## src/rtl/core/pva_pkg.sv

```systemverilog
// pva_pkg: widths, limits and codes for the two-ended palette allocator
// no dependencies; used by palette_vram_two_ended_allocator
`default_nettype none

package pva_pkg;

  localparam int ADDRESS_BITS = 19;
  localparam int AMOUNT_BITS  = 20;
  // a rounded size below the limit always fits here
  localparam int SIZE_BITS    = 19;
  localparam int CFG_BITS     = 19;
  localparam int HANDLE_BITS  = 32;

  localparam logic [ADDRESS_BITS-1:0] DEFAULT_END = ADDRESS_BITS'(98304);
  localparam logic [AMOUNT_BITS:0]    SIZE_LIMIT  = (AMOUNT_BITS+1)'('h7fff8);
  localparam logic [SIZE_BITS:0]      EIGHT_LIMIT = (SIZE_BITS+1)'('h10000);

  // command codes
  localparam logic CMD_ALLOC  = 1'b0;
  localparam logic CMD_RELOAD = 1'b1;

  // configuration register indexes
  localparam logic CFG_POOL_START = 1'b0;
  localparam logic CFG_POOL_END   = 1'b1;

endpackage

`default_nettype wire

```

## src/rtl/core/palette_vram_two_ended_allocator.sv

```systemverilog
// palette_vram_two_ended_allocator: front/back bump allocator over one region
// depends on pva_pkg
//
//   channel | signals                                            | dir
//   in      | in_valid, in_stall, command, amount,               | in (stall out)
//           | eight_byte_align, from_front                       |
//   out     | out_valid, out_stall, handle, granted              | out (stall in)
//   cfg     | cfg_write, cfg_index, cfg_data                     | in
//
// one item per cycle while in_stall is low; each result is registered.
// the pointers are updated at the accept edge, so the next item sees them at once.
// a two-entry output buffer (result register plus skid register) lets an item
// be accepted while a result waits; in_stall rises only when both are full.
// rst (synchronous) restores bounds 0 / 98304 and both pointers, empties the buffer.
`default_nettype none

module palette_vram_two_ended_allocator (
  input  wire logic                                clk,
  input  wire logic                                rst,
  input  wire logic                                cfg_write,
  input  wire logic                                cfg_index,
  input  wire logic [pva_pkg::CFG_BITS-1:0]        cfg_data,
  input  wire logic                                in_valid,
  output logic                                     in_stall,
  input  wire logic                                command,
  input  wire logic [pva_pkg::AMOUNT_BITS-1:0]     amount,
  input  wire logic                                eight_byte_align,
  input  wire logic                                from_front,
  output logic                                     out_valid,
  input  wire logic                                out_stall,
  output logic [pva_pkg::HANDLE_BITS-1:0]          handle,
  output logic                                     granted
);

  localparam int AW = pva_pkg::ADDRESS_BITS;
  localparam int SW = pva_pkg::SIZE_BITS;
  localparam int ZW = pva_pkg::AMOUNT_BITS + 1;

  logic [AW-1:0] pool_start;
  logic [AW-1:0] pool_end;
  logic [AW-1:0] front_pointer;
  logic [AW-1:0] back_pointer;

  logic                               skid_valid;
  logic [pva_pkg::HANDLE_BITS-1:0]    skid_handle;
  logic                               skid_granted;

  logic accept;
  logic take;

  // allocation datapath
  logic [ZW-1:0] size;        // rounded size, may exceed the limit
  logic [SW-1:0] size_n;      // in range once not oversize
  logic          oversize;
  logic [AW-1:0] freesp;
  logic [3:0]    front_pad;
  logic [SW:0]   front_total;
  logic [SW:0]   front_next;
  logic [SW:0]   front_pos;
  logic          front_ok;
  logic [AW-1:0] below;
  logic [3:0]    back_pad;
  logic [SW:0]   back_total;
  logic [AW-1:0] back_pos;
  logic          back_ok;
  logic          ok;
  logic [AW-1:0] pos;
  logic [pva_pkg::HANDLE_BITS-1:0] res_handle;
  logic [AW-1:0] front_pointer_next;
  logic [AW-1:0] back_pointer_next;

  always_comb begin
    if (amount == '0) begin
      size = ZW'(8);
    end else begin
      size = (ZW'(amount) + ZW'(7)) & ~ZW'(7);
    end
    oversize = (size >= pva_pkg::SIZE_LIMIT);
    size_n   = size[SW-1:0];
    freesp   = (back_pointer >= front_pointer) ? (back_pointer - front_pointer) : '0;

    // front side: pad up to the alignment, then advance
    if (eight_byte_align) begin
      front_pad = {1'b0, 3'(4'd8 - {1'b0, front_pointer[2:0]})};
    end else begin
      front_pad = 4'(5'd16 - {1'b0, front_pointer[3:0]});
    end
    front_total = (SW+1)'(size_n) + (SW+1)'(front_pad);
    front_next  = (SW+1)'(front_pointer) + front_total;
    front_pos   = (SW+1)'(front_pointer) + (SW+1)'(front_pad);
    front_ok    = ((SW+1)'(freesp) >= front_total) &&
                  !(eight_byte_align && (front_next > pva_pkg::EIGHT_LIMIT));

    // back side: drop below the block to an aligned spot
    below      = back_pointer - size_n[AW-1:0];
    back_pad   = eight_byte_align ? {1'b0, below[2:0]} : below[3:0];
    back_total = (SW+1)'(size_n) + (SW+1)'(back_pad);
    back_pos   = back_pointer - back_total[AW-1:0];
    back_ok    = (SW'(back_pointer) >= size_n) && ((SW+1)'(freesp) >= back_total) &&
                 !(eight_byte_align && ((SW+1)'(back_pointer) > pva_pkg::EIGHT_LIMIT));

    ok  = (command == pva_pkg::CMD_ALLOC) && !oversize && (from_front ? front_ok : back_ok);
    pos = from_front ? front_pos[AW-1:0] : back_pos;

    res_handle = '0;
    if (ok) begin
      res_handle = {16'(size_n >> 3), 16'(pos >> 3)};
    end

    front_pointer_next = front_pointer;
    back_pointer_next  = back_pointer;
    if (command == pva_pkg::CMD_RELOAD) begin
      front_pointer_next = pool_start;
      back_pointer_next  = pool_end;
    end else if (ok && from_front) begin
      front_pointer_next = front_next[AW-1:0];
    end else if (ok) begin
      back_pointer_next = back_pos;
    end
  end

  assign in_stall = skid_valid;
  assign accept   = in_valid && !skid_valid;
  assign take     = out_valid && !out_stall;

  // configuration and allocator state
  always_ff @(posedge clk) begin
    if (rst) begin
      pool_start    <= '0;
      pool_end      <= pva_pkg::DEFAULT_END;
      front_pointer <= '0;
      back_pointer  <= pva_pkg::DEFAULT_END;
    end else begin
      if (cfg_write && cfg_index == pva_pkg::CFG_POOL_START) begin
        pool_start <= cfg_data[AW-1:0];
      end
      if (cfg_write && cfg_index == pva_pkg::CFG_POOL_END) begin
        pool_end <= cfg_data[AW-1:0];
      end
      if (accept) begin
        front_pointer <= front_pointer_next;
        back_pointer  <= back_pointer_next;
      end
    end
  end

  // output buffer: result register with a skid entry behind it
  always_ff @(posedge clk) begin
    if (rst) begin
      out_valid  <= 1'b0;
      skid_valid <= 1'b0;
    end else if (!out_valid || take) begin
      out_valid  <= skid_valid || accept;
      skid_valid <= skid_valid && accept;
    end else if (accept) begin
      skid_valid <= 1'b1;
    end
  end

  always_ff @(posedge clk) begin
    if (!out_valid || take) begin
      if (skid_valid) begin
        handle  <= skid_handle;
        granted <= skid_granted;
      end else if (accept) begin
        handle  <= res_handle;
        granted <= ok;
      end
      if (skid_valid && accept) begin
        skid_handle  <= res_handle;
        skid_granted <= ok;
      end
    end else if (accept) begin
      skid_handle  <= res_handle;
      skid_granted <= ok;
    end
  end

endmodule

`default_nettype wire
```

## config.mk

```make
export PLATFORM = sky130hd
export DESIGN_NAME = palette_vram_two_ended_allocator
export DESIGN_NICKNAME = d
export VERILOG_FILES = /design/src/rtl/core/pva_pkg.sv /design/src/rtl/core/palette_vram_two_ended_allocator.sv
export SDC_FILE = /design/constraint.sdc
export NUM_CORES = 1
export LEC_CHECK = 0
export BUFFER_PORTS_ARGS = -buffer_cell sky130_fd_sc_hd__buf_2
export CORE_ASPECT_RATIO = 0.75
export CORE_UTILIZATION = 35
export DETAILED_ROUTE_END_ITERATION = 6
export PLACE_DENSITY = 0.55
export REMOVE_ABC_BUFFERS = 1
export SLEW_MARGIN = 20
export SYNTH_ARGS = -nofsm -noshare
export SYNTH_HDL_FRONTEND = slang
export SYNTH_SLANG_ARGS = --single-unit
```

## constraint.sdc

```tcl
create_clock -name clk -period 18 [get_ports clk]
set_input_delay 3.6 -clock clk [delete_from_list [all_inputs] [get_ports clk]]
set_output_delay 3.6 -clock clk [all_outputs]
set_load 0.1 [all_outputs]
```

# After elaboration in Yosys (flattened, before gate mapping)

Cells that the tools add are included.

Flip-flop bits (word level): 144
Input port bits: 48
Output and inout port bits: 35

$add $sub $neg: 10
Magnitude comparators: 7
Eq/ne operators: 2
Multiplexer cells: 22
Bitwise operators: 2
Reductions and logical operators: 30

Operators by type and width:

| kind                  | number |
|---|---|
| $mux 32               | 5 |
| $mux 19               | 7 |
| $add 19x4->20         | 2 |
| $ge 19x20->1          | 2 |
| $ge 19x19->1          | 2 |
| $sub 19x19->19        | 2 |
| $add 20x3->21 const B | 1 |
| $ge 21x19->1 const B  | 1 |
| $mux 21               | 1 |
| $add 19x20->20        | 1 |
| $gt 20x17->1 const B  | 1 |
| $logic_not 20->1      | 1 |
| $add 19x4->19         | 1 |
| $gt 19x17->1 const B  | 1 |
| $logic_and 1x1->1     | 13 |
| $mux 4                | 2 |
| $reduce_bool 2->1     | 4 |
| $mux 1                | 7 |
| $logic_not 1->1       | 6 |
| $reduce_and 2->1      | 3 |
| $sub 1x4->4 const A   | 1 |
| $sub 4x4->4           | 1 |
| $reduce_and 3->1      | 1 |
| $sub 1x3->3 const A   | 1 |
| 4 further kinds       | 6 |

# Logic depth before layout (Yosys ltp)

Gate-level depths: netlist of run 1.

Depth in word-level cells: 13
Gate-level depth with buffers: 26

# Worst setup path before layout of run 1

OpenSTA, ideal clock, no wires.

Path kind: input port to flip-flop
Start point: input port amount[9] (netlist bit)
End point: register granted (data pin)
Data arrival time: 8237 ps
Data required time: 17740 ps
Path slack: 9503 ps
Cell stages on the path: 23
Cell sequence: clkbuf_1 nor2_1 and4_1 a21oi_1 inv_1 ha_1 nor3_1 ha_1 inv_1 a2111o_1 or4b_2 xnor2_1 ha_1 a21oi_1 o21ai_0 a211oi_1 o211ai_1 a22o_1 a21oi_2 buf_4 buf_6 inv_2 mux2_2

Cells in the longest elaborated chain, start to end: 12
Elaborated cells between the ends (all ways): 24

RTL lines:

| element                                              | RTL line                                                                       | source |
|---|---|---|
| from (decl)                                          | palette_vram_two_ended_allocator.sv:26                                         | `input wire logic [pva_pkg::AMOUNT_BITS-1:0] amount,` |
| $add 20x3->21 or $logic_not 20->1 (tied branches)    | palette_vram_two_ended_allocator.sv:76, palette_vram_two_ended_allocator.sv:73 |  |
| $mux 21 (*)                                          | palette_vram_two_ended_allocator.sv:73                                         | `if (amount == '0) begin` |
| $add 19x4->20 or $sub 4x4->4 (tied branches)         | palette_vram_two_ended_allocator.sv:88, palette_vram_two_ended_allocator.sv:95 |  |
| $add 19x20->20 or $mux 4 (tied branches)             | palette_vram_two_ended_allocator.sv:89, palette_vram_two_ended_allocator.sv:96 |  |
| $gt 20x17->1 or $add 19x4->20 (tied branches)        | palette_vram_two_ended_allocator.sv:92, palette_vram_two_ended_allocator.sv:97 |  |
| $logic_and 1x1->1 or $ge 19x20->1 (tied branches)    | palette_vram_two_ended_allocator.sv:92, palette_vram_two_ended_allocator.sv:99 |  |
| $logic_not 1->1 or $logic_and 1x1->1 (tied branches) | palette_vram_two_ended_allocator.sv:92, palette_vram_two_ended_allocator.sv:99 |  |
| $logic_and 1x1->1, on equally long branches          | palette_vram_two_ended_allocator.sv:91, palette_vram_two_ended_allocator.sv:99 |  |
| $mux 1                                               | palette_vram_two_ended_allocator.sv:102                                        | `ok = (command == pva_pkg::CMD_ALLOC) && !oversize && (from_front ? front_ok : back_ok);` |
| $logic_and 1x1->1 (*)                                | palette_vram_two_ended_allocator.sv:102                                        |  |
| named net ok                                         | palette_vram_two_ended_allocator.sv:66                                         | `logic ok;` |
| $mux 1 (*)                                           | palette_vram_two_ended_allocator.sv:165                                        | `end else if (accept) begin` |
| $mux 1 (*)                                           | palette_vram_two_ended_allocator.sv:162                                        | `if (skid_valid) begin` |
| to (signal assigned)                                 | palette_vram_two_ended_allocator.sv:164                                        | `granted <= skid_granted;` |
| to (signal assigned)                                 | palette_vram_two_ended_allocator.sv:167                                        | `granted <= ok;` |
| to (decl)                                            | palette_vram_two_ended_allocator.sv:32                                         | `output logic granted` |

Mark *: on every way through the listed nets, which the timed path passes. The rest lies on a longest branch. The select of a mux whose other input is x is not followed.
A chain may end at the register's enable or synchronous reset.

# Worst setup path after layout of run 1

Start point: input port amount[1] (netlist bit)
End point: register handle[3] (netlist bit) (data pin)

Cells in the longest elaborated chain, start to end: 13
Elaborated cells between the ends (all ways): 27

RTL lines:

| element                                              | RTL line                                                                       | source |
|---|---|---|
| $add 20x3->21 or $logic_not 20->1 (tied branches)    | palette_vram_two_ended_allocator.sv:76, palette_vram_two_ended_allocator.sv:73 |  |
| $mux 21 (*)                                          | palette_vram_two_ended_allocator.sv:73                                         |  |
| $add 19x4->20 or $sub 4x4->4 (tied branches)         | palette_vram_two_ended_allocator.sv:88, palette_vram_two_ended_allocator.sv:95 |  |
| $add 19x20->20 or $mux 4 (tied branches)             | palette_vram_two_ended_allocator.sv:89, palette_vram_two_ended_allocator.sv:96 |  |
| $gt 20x17->1 or $add 19x4->20 (tied branches)        | palette_vram_two_ended_allocator.sv:92, palette_vram_two_ended_allocator.sv:97 |  |
| $logic_and 1x1->1 or $ge 19x20->1 (tied branches)    | palette_vram_two_ended_allocator.sv:92, palette_vram_two_ended_allocator.sv:99 |  |
| $logic_not 1->1 or $logic_and 1x1->1 (tied branches) | palette_vram_two_ended_allocator.sv:92, palette_vram_two_ended_allocator.sv:99 |  |
| $logic_and 1x1->1, on equally long branches          | palette_vram_two_ended_allocator.sv:91, palette_vram_two_ended_allocator.sv:99 |  |
| $mux 1                                               | palette_vram_two_ended_allocator.sv:102                                        |  |
| $logic_and 1x1->1                                    | palette_vram_two_ended_allocator.sv:102                                        |  |
| $mux 32 (*)                                          | palette_vram_two_ended_allocator.sv:106                                        | `if (ok) begin` |
| named net res_handle (one bit)                       | palette_vram_two_ended_allocator.sv:68                                         | `logic [pva_pkg::HANDLE_BITS-1:0] res_handle;` |
| $mux 32 (*)                                          | palette_vram_two_ended_allocator.sv:165                                        |  |
| $mux 32 (*)                                          | palette_vram_two_ended_allocator.sv:162                                        |  |
| to (signal assigned)                                 | palette_vram_two_ended_allocator.sv:163                                        | `handle <= skid_handle;` |
| to (signal assigned)                                 | palette_vram_two_ended_allocator.sv:166                                        | `handle <= res_handle;` |
| to (decl)                                            | palette_vram_two_ended_allocator.sv:31                                         | `output logic [pva_pkg::HANDLE_BITS-1:0] handle,` |

Marks and branches as above.

==> flow_summary.json, run 1 <==
{
  "status": "finished clean",
  "maxCapViolCount": 0,
  "max_freq_mhz": 101,
  "post-route-drc-count": 0,
  "finalHoldViolCount": 0,
  "tightest_slew_ns": 0.948,
  "grt_pass1_wl_um": 59100,
  "core.rowCount": 56,
  "p_sw_uw": 430,
  "first_global_vias": 9490,
  "drt.antenna.violating_nets": 0,
  "ctsRootBufferMaster": "clkbuf_16",
  "wl_per_cell_um": 21.0,
  "async_reset_ff_share_pct": 0,
  "overflow": 0,
  "path_max_fanout": 45,
  "period_share_pct": 55.1,
  "num_vias": 10600,
  "cp.required_ns": 18.19,
  "seqCellArea_mm2": 0.00354,
  "synth_flop_cell": "dfxtp_1",
  "drtIter0Drc": 1166,
  "power_mw": 1.11,
  "insertion_delay_ns": 0.44,
  "io_pins": 83,
  "final_area_mm2": 0.0128,
  "hold_path.class": "flop to flop",
  "portBuffers": 82,
  "drt_first_pass_iters": 5,
  "ys_ff_latch": 144,
  "gr-usage-all-layers_pct": 23.9,
  "wl_um": 39300,
  "antenna_found_initial": 1,
  "dpl_cell_area_mm2": 0.0122,
  "period_needed_ns": 9.91,
  "pwr_density_cell_mw_per_mm2": 86.7,
  "final_cell_mix": "nand2_1, a21oi_1, nor2_1",
  "finClkSkew_ns": 0.0162,
  "setup_violations": 0,
  "end_kind": "flop",
  "grt_start_max_net_pins": 76,
  "num-fill-cells": 3215,
  "pwr-share-clk_pct": 32.3,
  "antenna_cells": 0,
  "die_h_um": 158,
  "fin_setup_tns_ns": 0,
  "ctsResizeCount": 0,
  "swShare_pct": 38.8,
  "layout_commonest_cell": "nand2_1",
  "tritoncts": "built",
  "yosysSeqAreaShare_pct": 31.2,
  "p_comb_share_pct": 33.7,
  "ctsHoldBuffers": 0,
  "irDropWorstVdd_v": 0.0000425,
  "start_util_pct": 36.0,
  "multiInputGateArea_mm2": 0.00734,
  "worstSetupStartpointType": "input port",
  "dp_cells": 1838,
  "nets": 1581,
  "leakage_nw": 5.05,
  "clk_path_buf_depth": 2,
  "seqPwrFrac_pct": 34.0,
  "rsz0062_at_grt": "false",
  "synth_cell_types": 83,
  "syn_inst": 1369,
  "htree_levels": 4,
  "synth-edff-count": 66,
  "dp_hpwl_um": 30300,
  "clkSinkCount": 144,
  "path_clk_slew_ns": 0.07,
  "postCtsSetupRepairBufs": 0,
  "path_class": "input port to flop",
  "core_region_area_mm2": 0.0316,
  "die_area_mm2": 0.0332,
  "netlist_area_mm2": 0.0114,
  "drive_gt1_share_pct": 11.4,
  "die_w_um": 210,
  "arrival_ns": 10.10,
  "syn2layout_area_growth_pct": 12.2,
  "internal_power_uw": 677,
  "cts_buffers": 17,
  "avgSynthCellArea_um2": 8.31,
  "slew_violations": 0,
  "place.gp.congestion": 0.957,
  "maxSlewHeadroom_pct": 36.7,
  "viasPerCell": 5.68,
  "final-instance-count-excl-fill": 1871,
  "ys_warn_count": 0
}
-- cell families after synthesis --
| family | Yosys count | share of synthesized area (%) |
|---|---|---|
| multiplexers | 17 | 1.55 |
| buffers and inverters | 128 | 4.52 |
| AO/OA/AOI/OAI | 366 | 21.2 |
| adder cells (fa/ha/maj) | 110 | 12.2 |
| AND/OR/NAND/NOR | 506 | 21.6 |
| flip-flops | 144 | 31.2 |
| XOR/XNOR | 98 | 7.81 |
-- critical path: stages --
cell	delay, ns
buf_2	0.13
nor3_4	0.37
xnor2_1	0.13
a21oi_1	0.53
inv_1	0.15
ha_1	0.36
nor3_1	0.24
ha_1	0.25
inv_1	0.09
a2111o_1	0.46
nor2_1	0.14
xor2_1	0.41
ha_1	0.34
a21o_1	0.16
a21o_1	0.17
a21oi_1	0.12
o21ai_0	0.14
a211oi_1	0.25
o211ai_1	0.19
a22o_1	0.29
a21oi_4	0.53
buf_4	0.57
a211oi_2	0.09
mux2_2	0.29
-- registers in the layout, summed over array words and instances, names as in the netlist --
signal / flops
handle: 32
skid_handle: 32
back_pointer: 19
front_pointer: 19
pool_end: 19
pool_start: 19
granted: 1
in_stall: 1
out_valid: 1
skid_granted: 1
-- layout make-up --
cell class	count	area share, %
clock buffer	19	3.39
timing repair buffer	94	4.02
tap	435	4.26
multi-input combinational	1097	57.5
clock inverter	13	1.00
inverter	69	2.03
sequential	144	27.8
-- routing by layer --
metal	global-route usage (%)	share of wire, %	wire (µm)
met4	4.97	1.2	476
met3	5.22	7.4	2910
met1	35.8	50	19500
met2	34.4	42	16400
met5	0	0	0
-- worst paths after layout --
path / to / cells past startpoint / start / slack (ns)
setup / recovery: handle[3]$_DFFE_PP_ / 24 / amount[1] / 8.09
hold / removal: pool_start[3]$_SDFFE_PP0P_ / 2 / pool_start[3]$_SDFFE_PP0P_ / 0.46
setup reg to reg: handle[3]$_DFFE_PP_ / 22 / front_pointer[0]$_SDFFE_PP0P_ / 11.27
hold reg to reg: pool_start[3]$_SDFFE_PP0P_ / 2 / pool_start[3]$_SDFFE_PP0P_ / 0.46
-- power groups by stage --
stage | clock network (mW) | registers [mW] | logic, mW
floorplan | 0 | 0.412 | 0.226
finish | 0.357 | 0.376 | 0.374
CTS | 0.362 | 0.376 | 0.367
detailed placement | 0 | 0.383 | 0.365
global placement | 0 | 0.383 | 0.362
global route | 0.373 | 0.377 | 0.409
-- through the flow --
step | hold WS, ns | utilization (%) | setup WS, ns
after detailed placement | 0.455 | 38.6 | 7.78
after global placement | 0.447 | 38.6 | 8.03
after floorplan | 0.427 | - | 8.41
final | 0.457 | 40.4 | 8.09
after CTS | 0.464 | 40.3 | 8.22
after global routing | 0.481 | 40.4 | 7.67
-- synthesized netlist by cell type (all sizes together) (7+ instances only) --
master,count,share of area [%]
a2111oi,8,0.63
a211oi,26,1.9
a21o,25,1.7
a21oi,125,5.6
a31oi,11,0.61
and3,18,0.99
buf,19,0.92
clkbuf,40,1.3
dfxtp,78,14
edfxtp,66,17
ha,109,12
inv,68,2.2
mux2i,12,1.1
nand2,179,5.9
nand2b,18,0.99
nand3,41,2.0
nand4,14,0.77
nor2,120,4.0
nor2b,12,0.66
nor3,39,1.9
nor4,19,1.2
o211ai,12,0.84
o21a,7,0.46
o21ai,61,2.7
o21bai,11,0.73
o31ai,31,2.1
or3,10,0.64
xnor2,65,5.1
xor2,32,2.5
Power figures use the tool's default switching activity.
==> run 2, diff against run 1 <==
--- a/config.mk
+++ b/config.mk
@@ -5,6 +5,7 @@
 export SDC_FILE = /design/constraint.sdc
 export NUM_CORES = 1
 export LEC_CHECK = 0
+export ABC_AREA = 1
 export BUFFER_PORTS_ARGS = -buffer_cell sky130_fd_sc_hd__buf_2
 export CORE_ASPECT_RATIO = 0.75
 export CORE_UTILIZATION = 35
==> constraint.sdc (replaced) <==
create_clock -name clk -period 9.4 [get_ports clk]
set_input_delay 1.88 -clock clk [delete_from_list [all_inputs] [get_ports clk]]
set_output_delay 1.88 -clock clk [all_outputs]
set_load 0.1 [all_outputs]
==> flow_summary.json, run 2 <==
{
  "status": "finished clean",
  "place.gp.congestion": 0.976,
  "avgSynthCellArea_um2": 6.75,
  "antenna_found_initial": 0,
  "multiInputGateArea_mm2": 0.00718,
  "maxCapViolCount": 0,
  "die_area_mm2": 0.0340,
  "num-fill-cells": 3538,
  "die_h_um": 160,
  "final_cell_mix": "nand2_1, nor2_1, inv_1",
  "ys_ff_latch": 144,
  "finClkSkew_ns": 0.0117,
  "start_util_pct": 35.7,
  "period_share_pct": 80.0,
  "hold_start": "pool_end[15]$_SDFFE_PP1P_",
  "final_area_mm2": 0.0131,
  "tightest_slew_ns": 1.05,
  "yosysSeqAreaShare_pct": 30.4,
  "synth_flop_cell": "dfxtp_1",
  "final-instance-count-excl-fill": 2240,
  "portBuffers": 82,
  "insertion_delay_ns": 0.45,
  "ys_top_cells_by_area": "edfxtp_1, nand2_1, dfxtp_1",
  "ctsResizeCount": 0,
  "synth.top_cell.area_share_pct": 17.0,
  "io_pins": 83,
  "wl_per_cell_um": 17.1,
  "grt_start_max_net_pins": 75,
  "async_reset_ff_share_pct": 0,
  "finalCoreUtilization_pct": 40.1,
  "max_freq_mhz": 133,
  "r2r-start": "front_pointer[0]$_SDFFE_PP0P_",
  "pwr_density_cell_mw_per_mm2": 176,
  "antenna_cells": 0,
  "core_region_area_mm2": 0.0326,
  "nets": 1943,
  "synth-edff-count": 66,
  "power_mw": 2.30,
  "irDropWorstVdd_v": 0.000101,
  "maxSlewHeadroom_pct": 29.7,
  "post-route-drc-count": 0,
  "path_class": "input port to flop",
  "num_vias": 11200,
  "worstSetupStartpointType": "input port",
  "drt_first_pass_iters": 5,
  "fin_setup_tns_ns": 0,
  "ys_warn_count": 0,
  "cp_slowest_cell": "nor3_1",
  "htree_levels": 4,
  "timing.critical_path.mode_cell": "nand2_1",
  "period_needed_ns": 7.52,
  "postCtsSetupRepairBufs": 0,
  "leakage_nw": 6.33,
  "arrival_ns": 7.90,
  "clkSinkCount": 144,
  "dpl_cell_area_mm2": 0.0125,
  "cp-startpoint": "amount[6]",
  "gr-usage-all-layers_pct": 22.9,
  "dp_hpwl_um": 29900,
  "wl_um": 38300,
  "yosysTopAreaCell": "edfxtp_1",
  "drive_gt1_share_pct": 9.12,
  "path_clk_slew_ns": 0.06,
  "dp_slack_ns": 1.58,
  "whs_ns": 0.476,
  "overflow": 0,
  "syn2layout_area_growth_pct": 12.3,
  "ctsRootBufferMaster": "clkbuf_16",
  "ctsHoldBuffers": 0,
  "drt.antenna.violating_nets": 0,
  "layout_commonest_cell": "nand2_1",
  "die_w_um": 213,
  "setup_violations": 0,
  "slew_violations": 0,
  "yosysMostFrequentCell": "nand2_1",
  "tritoncts": "built",
  "clk_path_buf_depth": 2,
  "synth_cell_types": 47,
  "syn_inst": 1725,
  "grt_pass1_wl_um": 58500,
  "path_max_fanout": 33,
  "drtIter0Drc": 963,
  "first_global_vias": 10100,
  "finalWorstSetupSlack_ns": 1.88,
  "top_regs": "handle (32), skid_handle (32)",
  "core.rowCount": 57,
  "finalHoldViolCount": 0,
  "synthTopCellsByCount": "nand2_1, nor2_1, inv_1",
  "hold_path.class": "flop to flop",
  "rsz0062_at_grt": "false",
  "cts_buffers": 17,
  "crit_path_max_incr_delay_ns": 0.67,
  "viasPerCell": 5.00,
  "cp.required_ns": 9.78,
  "end_kind": "flop",
  "dp_cells": 2208,
  "seqCellArea_mm2": 0.00354,
  "netlist_area_mm2": 0.0116
}
-- run 2: changes by cell type after synthesis, sizes merged, moves of 21 or more --
cell    previous run  this run
xnor2             65        16
nand2            179       506
a211oi            26         1
nand3             41        84
nor2             120       257
xor2              32        53
inv               68       191
o31ai             31         2
o21ai             61       106
a21oi            125        96
-- run 2: cell families after synthesis --
family,share of synthesized area [%]
mux,0.172
xor+xnor,5.19
flops,30.4
buf+inv,8.08
fa+ha+maj,11.9
simple gates,33.3
compound gates,11.0
-- run 2: per-layer routing --
| metal | routed length (µm) | GRT usage [%] |
|---|---|---|
| met3 | 2580 | 4.27 |
| met5 | 0 | 0 |
| met4 | 802 | 7.26 |
| met1 | 19700 | 35.2 |
| met2 | 15200 | 31.5 |
-- run 2: power by group --
part | switching [mW] | internal [mW] | leakage, nW
Combinational | 0.571 | 0.266 | 4.77
Clock | 0.292 | 0.439 | 0.309
Sequential | 0.0371 | 0.696 | 1.24
Total | 0.900 | 1.40 | 6.33
-- run 2: cell type report --
type | instances | share of cell area (%)
Clock inverter | 11 | 0.928
Tap cell | 442 | 4.23
Timing Repair Buffer | 86 | 3.37
Clock buffer | 21 | 3.85
Sequential cell | 144 | 27.1
Inverter | 195 | 5.61
Multi-Input combinational cell | 1341 | 54.9
-- run 2: worst max-delay path: cells and delay by family --
family | cells | cell delay, ns
xor+xnor | 2 | 0.56
compound gates | 2 | 0.39
simple gates | 25 | 4.26
buf+inv | 2 | 0.20
fa+ha+maj | 2 | 0.57
-- run 2: final timing paths --
| check | end | slack (ns) | cells past startpoint |
|---|---|---|---|
| max | back_pointer[8]$_SDFFE_PP0P_ | 1.88 | 33 |
| min | pool_end[15]$_SDFFE_PP1P_ | 0.48 | 2 |
| max reg2reg | back_pointer[8]$_SDFFE_PP0P_ | 2.92 | 30 |
| min reg2reg | pool_end[15]$_SDFFE_PP1P_ | 0.48 | 2 |
==> run 3, diff against run 2 <==
--- a/config.mk
+++ b/config.mk
@@ -5,12 +5,12 @@
 export SDC_FILE = /design/constraint.sdc
 export NUM_CORES = 1
 export LEC_CHECK = 0
-export ABC_AREA = 1
+export ABC_AREA = 0
 export BUFFER_PORTS_ARGS = -buffer_cell sky130_fd_sc_hd__buf_2
 export CORE_ASPECT_RATIO = 0.75
 export CORE_UTILIZATION = 35
 export DETAILED_ROUTE_END_ITERATION = 6
-export PLACE_DENSITY = 0.55
+export PLACE_DENSITY = 0.57
 export REMOVE_ABC_BUFFERS = 1
 export SLEW_MARGIN = 20
 export SYNTH_ARGS = -nofsm -noshare
==> constraint.sdc (replaced) <==
create_clock -name clk -period 6.75 [get_ports clk]
set_input_delay 1.35 -clock clk [delete_from_list [all_inputs] [get_ports clk]]
set_output_delay 1.35 -clock clk [all_outputs]
set_load 0.1 [all_outputs]
==> flow_summary.json, run 3 (synthesis gave the netlist of run 1 again) <==
{
  "insertion_delay_ns": 0.45,
  "grt_pass1_wl_um": 59000,
  "cts_buffers": 17,
  "post-route-drc-count": 0,
  "slew_violations": 0,
  "htree_levels": 4,
  "status": "finished clean",
  "first_global_vias": 9830,
  "worstSetupStartpointType": "input port",
  "syn2layout_area_growth_pct": 15.8,
  "dpl_cell_area_mm2": 0.0126,
  "antenna_cells": 0,
  "die_h_um": 158,
  "wl_um": 39000,
  "nets": 1628,
  "path_clk_slew_ns": 0.07,
  "grt_start_max_net_pins": 76,
  "fin_setup_tns_ns": 0,
  "place.gp.congestion": 0.975,
  "dp_slack_ns": -0.132,
  "end_kind": "flop",
  "cp.required_ns": 7.02,
  "wl_per_cell_um": 20.3,
  "maxSlewHeadroom_pct": 41.5,
  "drtIter0Drc": 1238,
  "core.rowCount": 56,
  "rsz0062_at_grt": "false",
  "ctsRootBufferMaster": "clkbuf_16",
  "period_share_pct": 94.5,
  "die_w_um": 210,
  "clkSinkCount": 144,
  "drt_first_pass_iters": 6,
  "start_util_pct": 36.0,
  "pwr_density_cell_mw_per_mm2": 227,
  "dp_hpwl_um": 30600,
  "io_pins": 83,
  "arrival_ns": 6.65,
  "irDropWorstVdd_v": 0.000178,
  "path_class": "input port to flop",
  "core_region_area_mm2": 0.0316,
  "drive_gt1_share_pct": 14.4,
  "finalWorstSetupSlack_ns": 0.373,
  "top_regs": "handle (32), skid_handle (32)",
  "clk_path_buf_depth": 2,
  "portBuffers": 82,
  "antenna_found_initial": 2,
  "leakage_nw": 5.32,
  "final_cell_mix": "nand2_1, a21oi_1, nor2_1",
  "max_freq_mhz": 157,
  "finalHoldViolCount": 0,
  "overflow": 0,
  "viasPerCell": 5.66,
  "die_area_mm2": 0.0332,
  "final_area_mm2": 0.0132,
  "ctsHoldBuffers": 0,
  "period_needed_ns": 6.38,
  "drt.antenna.violating_nets": 0,
  "setup_violations": 0,
  "regToRegSetupSlack_ns": 0.72,
  "num_vias": 10900,
  "num-fill-cells": 3158,
  "maxCapViolCount": 0,
  "tightest_slew_ns": 0.871,
  "hold_path.class": "flop to flop",
  "gr-usage-all-layers_pct": 23.7,
  "tritoncts": "built",
  "path_max_fanout": 24,
  "layout_commonest_cell": "nand2_1",
  "finClkSkew_ns": 0.0195
}
## run 3: cell types whose count changed in the layout (fill, tap and decap cells not counted), moves of 32 or more
| cell | change |
|---|---|
| buf_4 | +52 |
| o21ai_0 | -45 |
| inv_1 | -119 |
| nand2_1 | -319 |
| a21oi_1 | +32 |
| nand3_1 | -41 |
| xnor2_1 | +47 |
| nor2_1 | -125 |
## run 3: layout make-up
cell class / instances / area [µm²] / area share [%]
Multi-Input combinational cell: 1097 / 7350 / 55.8
Sequential cell: 144 / 3540 / 26.9
Timing Repair Buffer: 141 / 898 / 6.82
Tap cell: 435 / 544 / 4.13
Clock buffer: 18 / 429 / 3.26
Inverter: 69 / 259 / 1.97
Clock inverter: 14 / 145 / 1.10
## run 3: path summary, 6_finish.rpt
check / cells past startpoint / startpoint / to
setup / recovery: 23 / amount[15] / handle[14]$_DFFE_PP_
setup reg to reg: 23 / front_pointer[9]$_SDFFE_PP0P_ / handle[14]$_DFFE_PP_
hold reg to reg: 2 / pool_end[3]$_SDFFE_PP0P_ / pool_end[3]$_SDFFE_PP0P_
hold / removal: 2 / pool_end[3]$_SDFFE_PP0P_ / pool_end[3]$_SDFFE_PP0P_
## run 3: through the flow
step	cells	utilization, %	hold slack [ns]	total power, mW
after floorplan	1310	-	0.427	1.70
after global placement	1885	39.7	0.445	2.00
after detailed placement	1886	39.8	0.451	2.01
after CTS	1918	41.6	0.458	2.97
after global routing	1918	41.7	0.483	3.13
final	1918	41.7	0.464	2.98
## run 3: metal layers
| metal | vias up | GRT usage, % | part of all wire (%) |
|---|---|---|---|
| met5 | - | 0 | 0 |
| met4 | 0 | 7.30 | 2.3 |
| met3 | 50 | 3.81 | 7.5 |
| met2 | 413 | 33.8 | 41 |
| met1 | 5198 | 35.8 | 50 |
| li1 | 5203 | - | - |
## run 3: worst max-delay path: stages
cell,delay [ns]
buf_2,0.13
nor3_1,0.47
a21oi_1,0.17
inv_1,0.12
ha_1,0.19
ha_1,0.19
nand2_1,0.10
a211oi_2,0.35
nand3b_4,0.12
or3b_2,0.46
xor2_1,0.24
inv_1,0.07
ha_1,0.29
nand4_1,0.18
nor4_2,0.44
and3_1,0.20
a222oi_1,0.09
a21oi_1,0.41
and3_1,0.31
a21oi_4,0.09
buf_12,0.18
buf_12,0.16
o41ai_2,0.30
## run 3: timing repair
item	4_1_cts	5_1_grt
setup buffers	0	0
resized for setup	0	2
setup endpoints to repair	0	21
## run 3: power breakdown
part / leakage (nW) / switching (mW) / internal, mW
Combinational: 3.81 / 0.658 / 0.355
Clock: 0.288 / 0.447 / 0.522
Sequential: 1.23 / 0.0459 / 0.956
